$ cat src/rtl/core/bpfm_pkg.sv
// ----------------------------------------------------------------------------
// bpfm_pkg
// shared types, codes and sizes for the buffer pool frame manager
// ----------------------------------------------------------------------------
package bpfm_pkg;

  localparam int unsigned NUM_FRAMES_DEF = 64;
  localparam int unsigned PIN_BITS_DEF   = 16;

  localparam logic [1:0] MODE_FETCH = 2'd0;
  localparam logic [1:0] MODE_UNPIN = 2'd1;
  localparam logic [1:0] MODE_FLUSH = 2'd2;
  localparam logic [1:0] MODE_NONE  = 2'd3;

  localparam logic [2:0] ST_HIT        = 3'd0;
  localparam logic [2:0] ST_MISS       = 3'd1;
  localparam logic [2:0] ST_NO_FRAME   = 3'd2;
  localparam logic [2:0] ST_NOT_RES    = 3'd3;
  localparam logic [2:0] ST_NOT_PINNED = 3'd4;
  localparam logic [2:0] ST_DONE       = 3'd5;
  localparam logic [2:0] ST_SATURATED  = 3'd6;

  typedef struct packed {
    logic start;
    logic commit;
  } bpfm_cmd_t;

  typedef struct packed {
    logic search_done;
  } bpfm_stat_t;

endpackage

$ cat src/rtl/core/bpfm_ctrl.sv
// ----------------------------------------------------------------------------
// bpfm_ctrl
// request sequencer: accept, search, commit, present result
// ----------------------------------------------------------------------------
module bpfm_ctrl (
  input  logic                 clk,
  input  logic                 rst,
  input  logic                 valid,
  output logic                 ready,
  output logic                 out_valid,
  input  logic                 out_ready,
  output bpfm_pkg::bpfm_cmd_t  cmd,
  input  bpfm_pkg::bpfm_stat_t stat
);

  localparam logic [1:0] S_IDLE   = 2'd0;
  localparam logic [1:0] S_SEARCH = 2'd1;
  localparam logic [1:0] S_COMMIT = 2'd2;
  localparam logic [1:0] S_OUT    = 2'd3;

  logic [1:0] state;
  logic [1:0] state_next;

  assign ready     = (state == S_IDLE);
  assign out_valid = (state == S_OUT);
  assign cmd.start  = valid && ready;
  assign cmd.commit = (state == S_COMMIT);

  always_comb begin
    state_next = state;
    case (state)
      S_IDLE:   if (valid) state_next = S_SEARCH;
      S_SEARCH: if (stat.search_done) state_next = S_COMMIT;
      S_COMMIT: state_next = S_OUT;
      S_OUT:    if (out_ready) state_next = S_IDLE;
      default:  state_next = S_IDLE;
    endcase
  end

  always_ff @(posedge clk) begin
    if (rst) state <= S_IDLE;
    else state <= state_next;
  end

endmodule

$ cat config.mk
export PLATFORM = sky130hd
export DESIGN_NAME = bpfm_ctrl
export DESIGN_NICKNAME = d
export VERILOG_FILES = /design/src/rtl/core/bpfm_pkg.sv /design/src/rtl/core/bpfm_ctrl.sv
export SDC_FILE = /design/constraint.sdc
export NUM_CORES = 1
export LEC_CHECK = 0
export CAP_MARGIN = 10
export CORE_AREA = 2 2 39 41
export CTS_BUF_LIST = sky130_fd_sc_hd__clkbuf_2
export DETAILED_ROUTE_END_ITERATION = 16
export DIE_AREA = 0 0 41 43
export DONT_BUFFER_PORTS = 1
export PLACE_DENSITY = 0.35
export SYNTH_ARGS = -nofsm -noshare
export SYNTH_HDL_FRONTEND = slang
export SYNTH_SLANG_ARGS = --single-unit
$ cat constraint.sdc
create_clock -name clk -period 2.65 [get_ports clk]
set_clock_uncertainty 0.2 [all_clocks]
set_input_delay 0.265 -clock clk [delete_from_list [all_inputs] [get_ports clk]]
set_output_delay 0.265 -clock clk [all_outputs]
set_load 0.01 [all_outputs]
-- After elaboration in Yosys (flattened, before gate mapping)
Cells that the tools add are included.
Widths: inputs -> output; s select.
- equality and inequality tests: 6
- mux-type cells: 4
- reduce and logical (&&, ||, !) cells: 3
- operator list (cell ; number):
    $pmux 2 s4 ; 1
    $mux 2 ; 3
    $eq 2x2->1 const B ; 2
    $ne 2x2->1 const B ; 2
    $reduce_and 3->1 ; 1
    $eq 2x1->1 const B ; 1
    $logic_not 2->1 ; 1
    $ne 2x1->1 const B ; 1
    $logic_and 1x1->1 ; 1
- bits in registers: 2
- bits of input ports: 5
- output and inout bits: 4

-- Longest topological paths before layout
- word-level depth: 3
- mapped depth: 5

-- Least setup slack after synthesis
No wires, ideal clock.
- path type: flip-flop to flip-flop
- start: register state[0]
- end: register state[0]
- arrival: 1.297 ns
- required time: 2.334 ns
- slack: 1.036 ns
- stages on the path, launching flop included: 5
- cells stage by stage: dfxtp_1 inv_1 ha_1 or4_1 o211a_1
- longest elaborated chain between the ends: 3
- elaborated cells between the ends (all ways): 9
- classes of those cells: eq/ne (6); mux (1); reduce/logical (2)
- ends and longest elaborated chain (what ; RTL line ; RTL):
    from (decl) ; bpfm_ctrl.sv:21 ; logic [1:0] state;
    from (signal assigned) ; bpfm_ctrl.sv:42 ; else state <= state_next;
    $logic_not 2->1 (*) ; - ;
    net ready ; bpfm_ctrl.sv:9 ; output logic ready,
    $ne 2x2->1 (no source line) ; - ;
    $reduce_and 3->1 (no source line) ; - ;
Mark *: on every way through the listed nets, which the timed path passes. The rest lies on a longest branch.
A chain may end at the register's enable or synchronous reset.

-- Final worst setup path
Ends and elaborated chain as after synthesis.

==> run_results.csv <==
group,metric,value,unit
drt,first_pass_iters,2,
logic_synthesis,syn-instance-count,19,
pwr,power_frac_seq,26.6,%
pwr,p_int,0.1268,mW
clock_tree,h-tree-depth,1,
clock_tree,cts_tree,"built",
clock_tree,clock-sinks,2,
pwr,power_density,1101,nW/um^2
logic_synthesis,synthesis.area,166.4,um^2
clock_tree,post_cts_hold_buffer_count,0,
setup_path,worstRegToRegCells,4,
setup_path,critical_path.endpoint_type,"flop",
cells_and_area,final_layout_size_suffix_gt1_share,13.64,%
sta,max_clock_freq,582.8,MHz
pwr,swShare,42.83,%
grt,grt_max_degree,5,
floorplan,fp.coreArea,1384,um^2
sta,finalHoldViolCount,0,
logic_synthesis,synth_warnings,0,
clock_tree,clk_root_buffer_cell,"clkbuf_2",
cells_and_area,largest_registers,"state (2)",
clock_tree,cts_inserted_buffers,3,
sta,period_minus_slack,1.716,ns
sta,max_slew.worst_pin.slew,0.3410,ns
setup_path,worstPathRequired,2.52,ns
logic_synthesis,postSynthNetCount,28,
floorplan,floorplan.initialDensity,12.03,%
grt,grt_pass1_vias,132,
cells_and_area,final_nets,33,
run,max-cap-violations,0,
pwr,power.clock.fraction,21.8,%
setup_path,crit-reg2reg-capture,"state[0]",
clock_tree,post-cts-setup-buffer-count,0,
sta,report.final.slew_viol_count,0,
cells_and_area,mostFrequentLayoutCells,"ha_1 (4), inv_1 (3), nor2b_1 (3), clkbuf_2 (3)",
sta,setup_viol,0,
setup_path,cp_data_arrival_time,1.59,ns
floorplan,fp.dieArea,1763,um^2
grt,residual_overflow_from_global_routing,0,
pwr,fin_total_pwr,0.2218,mW
cells_and_area,synthToLayoutAreaGrowth,21.05,%
drt,ant_nets,0,
drt,route.detailed.vias_per_inst,3.474,
floorplan,die_width,41,um
drt,wl_per_cell,8.237,um
clock_tree,post_cts.resized_instances,0,
clock_tree,clock_latency,0.19,ns
grt,groute.usage.overall,5.210,%
grt,first_pass_grt_wire_length,496,um
clock_tree,clkSlewWorstSetupHoldPaths,0.03,ns
cells_and_area,mostFrequentLayoutCell,"ha_1",
setup_path,reg2reg_setup_slack,0.93,ns
floorplan,placement_rows,14,
sta,tns,0,ns
setup_path,setup.worst_path.end,"state[0]",
setup_path,cp-start-kind,"flop",
floorplan,chipHeight,43,um
drt,drt_wl_total,313,um
setup_path,path_class,"flop to flop",
cells_and_area,diodes,0,
placement,place.gp.congestion,0.5132,
drt,drt_first_iter_violations,1,
sta,unrepaired_setup_endpoints_after_global_routing,"false",
floorplan,number_of_ports_placed_on_the_die_boundary,9,
cells_and_area,largest_register_ffs,2,
pwr,irDropWorstVdd,309.8,uV
cells_and_area,most_flop_heavy_register,"state",
outcome,status,"completed",
logic_synthesis,synth.yosys.seq_area_share,24.06,%
pwr,total_leakage_power,0.1017,nW
logic_synthesis,postSynthRegisterBits,2,
setup_path,r2r-start,"state[0]",
sta,final_period_utilization,64.75,%
sta,max_slew_margin,77.09,%
logic_synthesis,postSynthAreaPerCell,8.758,um^2
cells_and_area,n_fill_cell,152,
pwr,net_load_switching_power,0.09497,mW
worst_hold_path,hold_path_class,"input pin to flop",
setup_path,crit_start,"state[0]",
drt,detail_route.drc_violations,0,
clock_tree,clockBufferDepth,2,
pwr,combinationalPowerShare,51.6,%
drt,vias,132,
placement,placement.io_buffers,0,
setup_path,critical_path.max_fanout,4,
grt,number_of_antenna_violations_at_the_first_check_in_global_routing,0,
logic_synthesis,yosysUniqueCellTypes,10,
-- stage by stage --
stage               util [%]  hold WS, ns  cells  setup WS, ns  instance area [um^2]
floorplan                  -       0.2454     19         1.036                 166.4
global placement       13.47       0.2591     35        0.9484                 186.4
detailed placement     13.47       0.2715     35        0.9356                 186.4
CTS                    14.56      0.06364     38        0.9251                 201.4
global route           14.56      0.05544     38        0.8325                 201.4
finish                 14.56      0.07940     38        0.9341                 201.4
-- how the worst min path moves through the flow --
stage | from | to | slack [ns] | depth (start not counted)
after floorplan | rst | state[0] | 0.25 | 2
after global placement | rst | state[0] | 0.26 | 2
after detailed placement | rst | state[0] | 0.27 | 2
after CTS | rst | state[0] | 0.06 | 2
after global routing | rst | state[0] | 0.06 | 2
final | rst | state[0] | 0.08 | 2
-- Yosys cell counts (all sizes together) --
cell   n  area share (%)
ha     4              30
inv    3             6.8
nor2b  3              11
dfxtp  2              24
nand2  2             4.5
and2   1             3.8
mux2i  1             6.0
nor3   1             3.0
o211a  1             6.0
or4    1             4.5
-- critical path, cell delays in order, from the launching register on --
cell	delay, ns
dfxtp_1	0.37
inv_1	0.08
ha_1	0.26
or4_1	0.55
o211a_1	0.14
-- logic make-up (layout without fill, tap and decap cells) --
group                    count (synthesis)  after routing  share of synthesized area [%]
AND/OR/NAND/NOR                          8              8                          27.07
flip-flops                               2              2                          24.06
AO/OA/AOI/OAI                            1              1                          6.015
buffers and inverters                    3              6                          6.766
adder cells (fa/ha/maj)                  4              4                          30.08
multiplexers                             1              1                          6.015
-- final cells by class --
type | instances | area [um^2] | area share (%)
multi-input cells | 14 | 115.1 | 57.14
flip-flops and latches | 2 | 40.04 | 19.88
well taps | 16 | 20.02 | 9.938
clock buffers | 3 | 15.01 | 7.453
inverters | 3 | 11.26 | 5.590
-- per-layer routing --
layer	track usage (%)	routed length, um
met1	5.431	161
met2	4.375	106
met3	4.712	46
met4	8.000	0
met5	0	0
-- power groups by stage --
| stage | registers [mW] | logic, mW | clock network (mW) |
|---|---|---|---|
| 2_1_floorplan | 0.0564 | 0.0981 | 0 |
| 3_3_place_gp | 0.0596 | 0.114 | 0 |
| 3_5_place_dp | 0.0595 | 0.117 | 0 |
| 4_1_cts | 0.0590 | 0.118 | 0.0513 |
| 5_1_grt | 0.0621 | 0.134 | 0.0585 |
| 6_report | 0.0590 | 0.114 | 0.0484 |
No activity file was read; power rests on OpenSTA's default activity.
